### src/sv/pal_div.sv
// ----------------------------------------------------------------------------
// pal_div
// Iterative restoring divider, 64-bit dividend by 32-bit divisor.
// ----------------------------------------------------------------------------
module pal_div (
  input  logic        clk_i,
  input  logic        rst_ni,
  input  logic        start_i,
  input  logic [63:0] dividend_i,
  input  logic [31:0] divisor_i,
  output logic        done_o,
  output logic [63:0] quotient_o
);

  logic [63:0] quo_q;
  logic [31:0] rem_q;
  logic [31:0] div_q;
  logic [5:0]  cnt_q;
  logic        busy_q;
  logic        done_q;
  logic [32:0] r_sh;
  logic        take;

  assign r_sh = {rem_q, quo_q[63]};
  assign take = (r_sh >= {1'b0, div_q});

  always_ff @(posedge clk_i or negedge rst_ni) begin
    if (!rst_ni) begin
      busy_q <= 1'b0;
      done_q <= 1'b0;
      cnt_q  <= '0;
    end else begin
      done_q <= 1'b0;
      if (start_i) begin
        busy_q <= 1'b1;
        cnt_q  <= 6'd63;
      end else if (busy_q) begin
        cnt_q <= cnt_q - 6'd1;
        if (cnt_q == 6'd0) begin
          busy_q <= 1'b0;
          done_q <= 1'b1;
        end
      end
    end
  end

  always_ff @(posedge clk_i) begin
    if (start_i) begin
      quo_q <= dividend_i;
      rem_q <= '0;
      div_q <= divisor_i;
    end else if (busy_q) begin
      rem_q <= take ? 32'(r_sh - {1'b0, div_q}) : r_sh[31:0];
      quo_q <= {quo_q[62:0], take};
    end
  end

  assign done_o     = done_q;
  assign quotient_o = quo_q;

endmodule

### config.mk
export PLATFORM = sky130hd
export DESIGN_NAME = pal_div
export DESIGN_NICKNAME = d
export VERILOG_FILES = /design/src/sv/pal_div.sv
export SDC_FILE = /design/constraint.sdc
export NUM_CORES = 1
export LEC_CHECK = 0
export CORE_MARGIN = 4
export CORE_UTILIZATION = 33
export CTS_CLUSTER_SIZE = 24
export DETAILED_ROUTE_END_ITERATION = 10
export DONT_BUFFER_PORTS = 1
export PLACE_DENSITY_LB_ADDON = 0.08
export SLEW_MARGIN = 40
export SYNTH_ARGS = -nofsm -noshare
export SYNTH_HDL_FRONTEND = slang
export SYNTH_SLANG_ARGS = --single-unit
### constraint.sdc
create_clock -name clk_i -period 2.9 [get_ports clk_i]
set_clock_uncertainty 0.15 [all_clocks]
set_input_delay 0.29 -clock clk_i [delete_from_list [all_inputs] [get_ports clk_i]]
set_output_delay 0.29 -clock clk_i [all_outputs]
set_load 0.1 [all_outputs]
==> impl_metrics.ini <==
[outcome]
outcome = finished clean

[cts]
worst_skew_pair.late_latency_ns = 0.42
cts_sinks = 136
clk_pin_slew_ns = 0.07
cts_root_buf = clkbuf_16
cts_tree = yes
htreeDepth = 4
numCtsBuffers = 17
clk_path_buf_depth = 2

[yosys]
synth_cells = 660
ys_types = 65
synthFlopType = edfxtp_1
synth_area_per_cell_sq_um = 11.13
yosysWarnings = 0
synth_top_area_frac = 0.3925
synthArstFlopShare = 0.05882
yosysSeqAreaShare = 0.5070
synth_most_common_cell = edfxtp_1
syn-num-nets = 794
synth_area_leaders = edfxtp_1, mux2_2, dfxtp_1, ha_1, a21oi_1
synth-edff-count = 96
synth_top_area_cell = edfxtp_1
syn_area_sq_um = 7345
ys_seq_elements = 136
synth_commonest_cells = edfxtp_1, mux2_2, nor2_1, inv_1, a21oi_1

[final_layout]
final-seq-area_sq_um = 3725
nets = 1099
drive_gt1_frac = 0.2638
n_fill_cell = 1800
final_area_sq_um = 12040
num_antenna_cells = 0
multiInputGateArea_sq_um = 3523
syn_to_final_growth_pct = 63.99

[detailed_routing]
ant_nets = 0
drt-total-wl_um = 22490
vias_per_cell = 5.017
drt_iter0_drc = 202
post_drt_wl_per_cell_um = 17.88
route.detailed.drc = 0
vias = 6311
drt-pass1-iter-count = 4

[pwr]
switchingPower_uw = 2116
powerDensity_nw_per_um2 = 531.2
comb_power_share = 0.286
sequentialPowerShare = 0.373
swShare = 0.3307
power.leakage_uw = 0.005005
internal_power_uw = 4282
total_power_uw = 6398
p_clk_frac = 0.341
peakVddDrop_v = 0.0003318

[timing]
finalHoldViolations = 0
finalCritPeriodShare = 0.9720
tightest_slew_ns = 0.7996
fmax_mhz = 354.8
layout_min_cycle_time_ns = 2.819
tns_ns = 0
slew_viol_final = 0
slew_headroom = 0.4649
setup_viol_count_final = 0
rsz0062_at_grt = yes

[global_routing]
grt_max_degree = 74
grt_pass1_vias = 6829
grt_remaining_overflow = 0
grt_use_total = 0.1837
antenna_found_initial = 0
grt_pass1_wl_um = 35870

[critical_path]
setup.worst_path.class = reg2reg
worstSetupStartpointType = flop
critPathTopFamily = compound AO/OA/AOI/OAI gates
critPathMaxStageDelay_ns = 0.35
cp-end-kind = flop
path_max_fanout = 13
critPathBufInv = 2
cp.required_ns = 3.06
critical_path_arrival_ns = 2.97
cp_slowest_cell = edfxtp_1
cp_cell_sequence = inv_1 -> ha_1 -> a21oi_1 -> o31ai_4 -> a311oi_2 -> a31oi_2 -> o21ai_4 -> buf_4 -> nand2b_1 -> a21o_1 -> nand2_1

[die]
pin_count = 164
die_y_um = 157.2
die_area_sq_um = 24710
core-area_sq_um = 21890
initial_utilization = 0.3355
die_width_um = 157.2
row_count = 54

[hold_path]
hp-class = in2async

[placed_design]
hpwl_um = 14010
place_congestion = 0.8830
placed_area_sq_um = 9549
io_buffers = 0

[run]
cap_violations = 0
logic make-up after synthesis:
logic type,count (synthesis),share of synthesized area
simple gates,161,0.1049
compound gates,156,0.1463
flops,136,0.5070
buf+inv,75,0.04191
mux,74,0.1118
fa+ha+maj,35,0.06065
xor+xnor,23,0.02743
placed cells by master (no fill, tap or decap), types with 5 or more instances in the layout:
master / Yosys / layout
a211oi_1: 20 / 18
a21o_1: 19 / 19
a21oi_1: 40 / 36
a32oi_1: 6 / 6
buf_1: 0 / 30
buf_16: 0 / 42
buf_4: 3 / 52
buf_8: 0 / 22
clkbuf_16: 0 / 17
dfrtp_1: 8 / 7
dfxtp_1: 32 / 32
dlygate4sd3_1: 0 / 166
edfxtp_1: 96 / 96
ha_1: 34 / 27
inv_1: 45 / 44
inv_6: 0 / 5
inv_8: 0 / 5
mux2_2: 64 / 64
mux2i_1: 10 / 10
nand2_1: 37 / 37
nand2b_1: 12 / 11
nand3_1: 10 / 8
nand4_1: 6 / 6
nor2_1: 52 / 52
nor2b_1: 6 / 6
nor3_1: 17 / 16
o21a_1: 8 / 8
o21ai_0: 21 / 15
xnor2_1: 12 / 12
xor2_1: 11 / 11
sequential cells by signal, indices dropped and copies added (netlist names):
register and count:
busy_q 1, cnt_q 6, div_q 32, done_o 1, quotient_o 64, rem_q 32
per-layer routing:
| metal | share of wire | vias up | global-route usage | routed length (um) |
|---|---|---|---|---|
| li1 | - | 3073 | - | - |
| met1 | 0.41 | 3052 | 0.2137 | 9325 |
| met2 | 0.51 | 159 | 0.3246 | 11500 |
| met3 | 0.059 | 27 | 0.05939 | 1328 |
| met4 | 0.015 | 0 | 0.05244 | 331 |
| met5 | 0 | - | 0 | 0 |
area by class of cell:
type                    count  area share
inverters                  46     0.01434
repair buffers            314      0.3065
flip-flops and latches    136      0.3093
clock buffers              17     0.03532
well taps                 280     0.02909
clock inverters            15     0.01299
multi-input cells         450      0.2925
power by group through the flow:
stage / clock network (uW) / registers, uW / logic, uW
after floorplan: 0 / 3020 / 304
after global placement: 0 / 3050 / 385
after detailed placement: 0 / 2420 / 1530
after CTS: 2260 / 2380 / 1790
after global routing: 2320 / 2400 / 1910
final: 2180 / 2380 / 1830
through the flow:
stage                     utilization  setup slack, ns  hold WS (ns)  cells
after detailed placement       0.4362         -0.04534       -0.1549   1051
after global placement         0.3644          0.05221       -0.1549    958
final                          0.5502          0.08133       0.08459   1258
after CTS                      0.5410        -0.006183       0.07295   1252
after global routing           0.5502         -0.07562       0.09810   1258
after floorplan                     -          -0.3071       -0.1556    660
path summary, 6_finish.rpt:
kind                             end  startpoint  slack [ns]  cells past startpoint
min in group clk_i         rem_q[15]     start_i        0.14                      2
max in group asynchronous     done_o      rst_ni        2.20                      1
max                        rem_q[19]   div_q[16]        0.08                     11
max reg2reg                rem_q[19]   div_q[16]        0.08                     11
min                         cnt_q[5]      rst_ni        0.08                      1
min reg2reg                 rem_q[8]    rem_q[8]        0.36                      2
timing repair:
item	in CTS	in global routing
hold buffers	167	0
endpoints found under the hold margin	168	0
resized for setup	1	28
setup endpoints to repair	11	34
setup buffers	1	6
pin swaps	1	8
gates cloned	1	0
Note: power is estimated with default switching activity, not from simulation.
