$ cat config.mk
export PLATFORM = sky130hd
export DESIGN_NAME = pal_sqrt
export DESIGN_NICKNAME = d
export VERILOG_FILES = /design/src/sv/pal_sqrt.sv
export SDC_FILE = /design/constraint.sdc
export NUM_CORES = 1
export LEC_CHECK = 0
export ABC_AREA = 1
export BUFFER_PORTS_ARGS = -buffer_cell sky130_fd_sc_hd__buf_2
export CAP_MARGIN = 20
export CORE_MARGIN = 1.5
export CORE_UTILIZATION = 30
export DETAILED_ROUTE_END_ITERATION = 8
export SLEW_MARGIN = 40
export SYNTH_ARGS = -nofsm -noshare
export SYNTH_HDL_FRONTEND = slang
export SYNTH_SLANG_ARGS = --single-unit
$ cat constraint.sdc
create_clock -name clk_i -period 2.81 [get_ports clk_i]
set_input_delay 0 -clock clk_i [delete_from_list [all_inputs] [get_ports clk_i]]
set_output_delay 0 -clock clk_i [all_outputs]
set_load 0.05 [all_outputs]
$ cat src/sv/pal_sqrt.sv
// ----------------------------------------------------------------------------
// pal_sqrt
// Iterative integer square root, one root bit per cycle.
// ----------------------------------------------------------------------------
module pal_sqrt (
  input  logic        clk_i,
  input  logic        rst_ni,
  input  logic        start_i,
  input  logic [63:0] radicand_i,
  output logic        done_o,
  output logic [31:0] root_o
);

  logic [63:0] rad_q;
  logic [35:0] rem_q;
  logic [31:0] root_q;
  logic [4:0]  cnt_q;
  logic        busy_q;
  logic        done_q;
  logic [35:0] r_sh;
  logic [35:0] trial;
  logic        take;

  assign r_sh  = {rem_q[33:0], rad_q[63:62]};
  assign trial = {2'b00, root_q, 2'b01};
  assign take  = (r_sh >= trial);

  always_ff @(posedge clk_i or negedge rst_ni) begin
    if (!rst_ni) begin
      busy_q <= 1'b0;
      done_q <= 1'b0;
      cnt_q  <= '0;
    end else begin
      done_q <= 1'b0;
      if (start_i) begin
        busy_q <= 1'b1;
        cnt_q  <= 5'd31;
      end else if (busy_q) begin
        cnt_q <= cnt_q - 5'd1;
        if (cnt_q == 5'd0) begin
          busy_q <= 1'b0;
          done_q <= 1'b1;
        end
      end
    end
  end

  always_ff @(posedge clk_i) begin
    if (start_i) begin
      rad_q  <= radicand_i;
      rem_q  <= '0;
      root_q <= '0;
    end else if (busy_q) begin
      rad_q  <= {rad_q[61:0], 2'b00};
      rem_q  <= take ? (r_sh - trial) : r_sh;
      root_q <= {root_q[30:0], take};
    end
  end

  assign done_o = done_q;
  assign root_o = root_q;

endmodule

==> run summary <==
- sky130_fd_sc_hd__dfxtp_1 — most frequently used flop master after synthesis
- 1020 nW/um^2 — power density over cell area
- flip-flop — critical path capture point type
- 17.5% — Tot GR Track Use
- 11300 um — Routed met1 length
- flip-flop — Critical Path Start Type
- 0 — antenna violations before repair
- 1284 — Post-Syn Nets
- 0 — Syn. warnings
- 41.3% — part of the Yosys area used for sequential elements
- yes — CTS tree
- 0 — global route total overflow
- 46.7% — Max-slew headroom
- 89.6% — Final Cycle Share
- 24.9% — area growth from synthesis to layout
- 0 — number of failing setup endpoints in the final timing report
- cnt_q[0] — capture endpoint of the worst hold path
- 14.2 um — WL/cell
- 17 — number of buffers created by CTS
- in -> reg — hold crit path type
- 28600 um^2 — floorplan die area
- 290 ps — setup slack on the worst flop-to-flop path
- sky130_fd_sc_hd__nand2_1 — most common library cell in the layout ignoring fill and taps
- finished clean — status
- 2520 ps — clock period minus final worst setup slack
- false — setup repair after global routing missed its margin
- 7816 — via count
- 24100 um — Detailed Route WL
- met4 — uppermost layer routed
- 0.906 — placer's final routability congestion estimate
- 10.5 mW — post-layout power
- 7810 — number of global-route vias before repair
- 100 — number of ports placed on the die boundary
- 0 — count of nets left with antenna violations after detail routing
- reg -> reg — classification of the worst setup path
- 0 ps — total negative slack for setup checks
- 4 — H-Tree Level Count
- rem_q[11] — worst r2r dst
- sky130_fd_sc_hd__nand2_1 — Yosys top cell by area
- 0 — number of antenna diodes
- 0 — Maximum Capacitance Violations
- 64 — number of enable-type register cells in the synthesized netlist
- 169 um — horizontal die dimension
- 137 — Clock Sinks
- 30.6% — initial core utilization
- 8 — Initial DRT Pass Iterations
- 28 — Critical Path Fanout Max
- 7.01 um^2 — Avg Cell Area, Syn
- 1444 — number of nets in the layout
- 3 — worst hold path cell count
- 99 — count of buffers from port buffering
- 799 ps — Tightest Pin Transition
- 39300 um — first-pass GRT wire length
- 24.0% — area share of the largest cell type after synthesis
- 38.3% — utilization of the core after routing
- 70 ps — clock slew seen by the registers of the worst setup and hold paths
- 1570 um — met3 wire len
- start_i — worst hold start
- 5.34 nW — Leak Pwr
- 10700 um — routed wl met2
- 397 MHz — highest attainable clock frequency
- 2890 ps — arrival time of the worst setup path
- 0 — final slew viol count
- 17300 um — post-detail-place hpwl
- sky130_fd_sc_hd__clkbuf_16 — CTS Root Buffer Type
- 137 — flip-flop and latch count after synthesis
- 169 um — vertical die dimension
- 8280 um^2 — summed instance area of the synthesized netlist
- 0 — DRC Markers
- 5.11% — FFs w/ async S/R, synth
- sky130_fd_sc_hd__nand2_1, sky130_fd_sc_hd__edfxtp_1, sky130_fd_sc_hd__dfxtp_1 — leading cell types by total area after synthesis
- 12 — depth of the worst register-to-register path
- 0.451 mV — maximum vdd drop
- 44 — maximum number of pins on one net before global-route repair
- 2 — Max Buffers Root-to-Sink
- 0 — Gates resized, CTS repair
- 40 — number of unique standard cell types used by synthesis
- 0 — count of endpoints failing hold in the final timing report
- 1181 — post-synthesis cell count
- 27000 um^2 — area of the core
- sky130_fd_sc_hd__nand2_1, sky130_fd_sc_hd__inv_1, sky130_fd_sc_hd__buf_2 — most frequent cells in the layout
- 60 — std cell rows
- 13.4% — layout cells sized above 1
- 430 ps — clock latency on the worst-skew pair
- root_o[17] — worst reg2reg startpoint
- 11.8 ps — setup skew after layout
- 445 — count of routing violations after the opening detailed-route iteration
- 3190 ps — endpoint required time on the critical path
- 4.61 — vias per cell
report_power, final:
group          switching [mW]  total [mW]  internal [mW]
logic                    3.79        5.73           1.94
registers               0.182        2.59           2.41
clock network            1.03        2.21           1.18
worst max-delay path by stage:
stage                          start   endpoint  slack, ps
after floorplan           root_o[25]   rem_q[6]        410
after global placement    root_o[17]  rem_q[11]        350
after detailed placement  root_o[17]  rem_q[11]        360
after CTS                 root_o[17]  rem_q[11]        320
after global routing      root_o[17]  rem_q[10]         60
final                     root_o[17]  rem_q[11]        290
state kept, by name (all words and copies together) (netlist names):
name	cells
root_o	32
rem_q	34
done_o	1
cnt_q	5
rad_q	64
busy_q	1
synth_stat cells (6+ instances only):
cell / instances
sky130_fd_sc_hd__o22ai_1: 31
sky130_fd_sc_hd__dfrtp_1: 7
sky130_fd_sc_hd__nand3_1: 63
sky130_fd_sc_hd__xor2_1: 10
sky130_fd_sc_hd__nand4_1: 8
sky130_fd_sc_hd__inv_1: 165
sky130_fd_sc_hd__ha_1: 36
sky130_fd_sc_hd__nand2_1: 530
sky130_fd_sc_hd__edfxtp_1: 64
sky130_fd_sc_hd__dfxtp_1: 66
sky130_fd_sc_hd__nor2_2: 6
sky130_fd_sc_hd__a21oi_1: 24
sky130_fd_sc_hd__nand3b_1: 11
sky130_fd_sc_hd__nand2_2: 9
sky130_fd_sc_hd__nand3_2: 11
sky130_fd_sc_hd__o21ai_0: 13
sky130_fd_sc_hd__clkbuf_1: 23
sky130_fd_sc_hd__nor2_1: 56
worst max-delay path: stages, from the launching register on:
cell                      delay, ps
sky130_fd_sc_hd__dfxtp_1        340
sky130_fd_sc_hd__inv_1           80
sky130_fd_sc_hd__ha_1           380
sky130_fd_sc_hd__a21oi_1        290
sky130_fd_sc_hd__nand2_1        140
sky130_fd_sc_hd__a21oi_2        180
sky130_fd_sc_hd__nand3_2        140
sky130_fd_sc_hd__nand3_4        100
sky130_fd_sc_hd__buf_4          390
sky130_fd_sc_hd__nand3_1        150
sky130_fd_sc_hd__nand2_1        140
sky130_fd_sc_hd__nand2_1         60
sky130_fd_sc_hd__nand2_1         70
metrics by stage:
step,area (um^2),hold WS [ps],setup WS (ps),std cells
after floorplan,8280,-296,410,1181
after CTS,10300,180,323,1695
after global routing,10300,214,63.6,1695
after detailed placement,9100,-153,362,1597
final,10300,202,293,1695
after global placement,9100,-156,351,1597
repair_timing:
item	in CTS	in global routing
endpoints found under the setup margin	0	0
hold endpoints to repair	71	0
hold buffers	66	0
buffers inserted	0	0
layout make-up:
type	instances	area [um^2]
tap	341	427
multi-input combinational	841	4030
sequential	137	3420
clock inverter	15	150
timing repair buffer	178	1270
fill	2838	16700
inverter	166	626
clock buffer	17	425
metal layers:
metal	track usage, %	vias up
li1	-	4032
met5	0	-
met1	22.9	3528
met3	4.42	31
met4	5.27	0
met2	28.4	225
cell families (layout without fill, tap and decap cells):
group                    Yosys count  after routing  share of synthesized area (%)
XOR/XNOR                          15             15                           1.59
AO/OA/AOI/OAI                     83             83                           5.84
AND/OR/NAND/NOR                  707            707                           35.7
buffers and inverters            203            376                           10.1
flip-flops                       137            137                           41.3
adder cells (fa/ha/maj)           36             36                           5.44
Power figures use the tool's default switching activity.
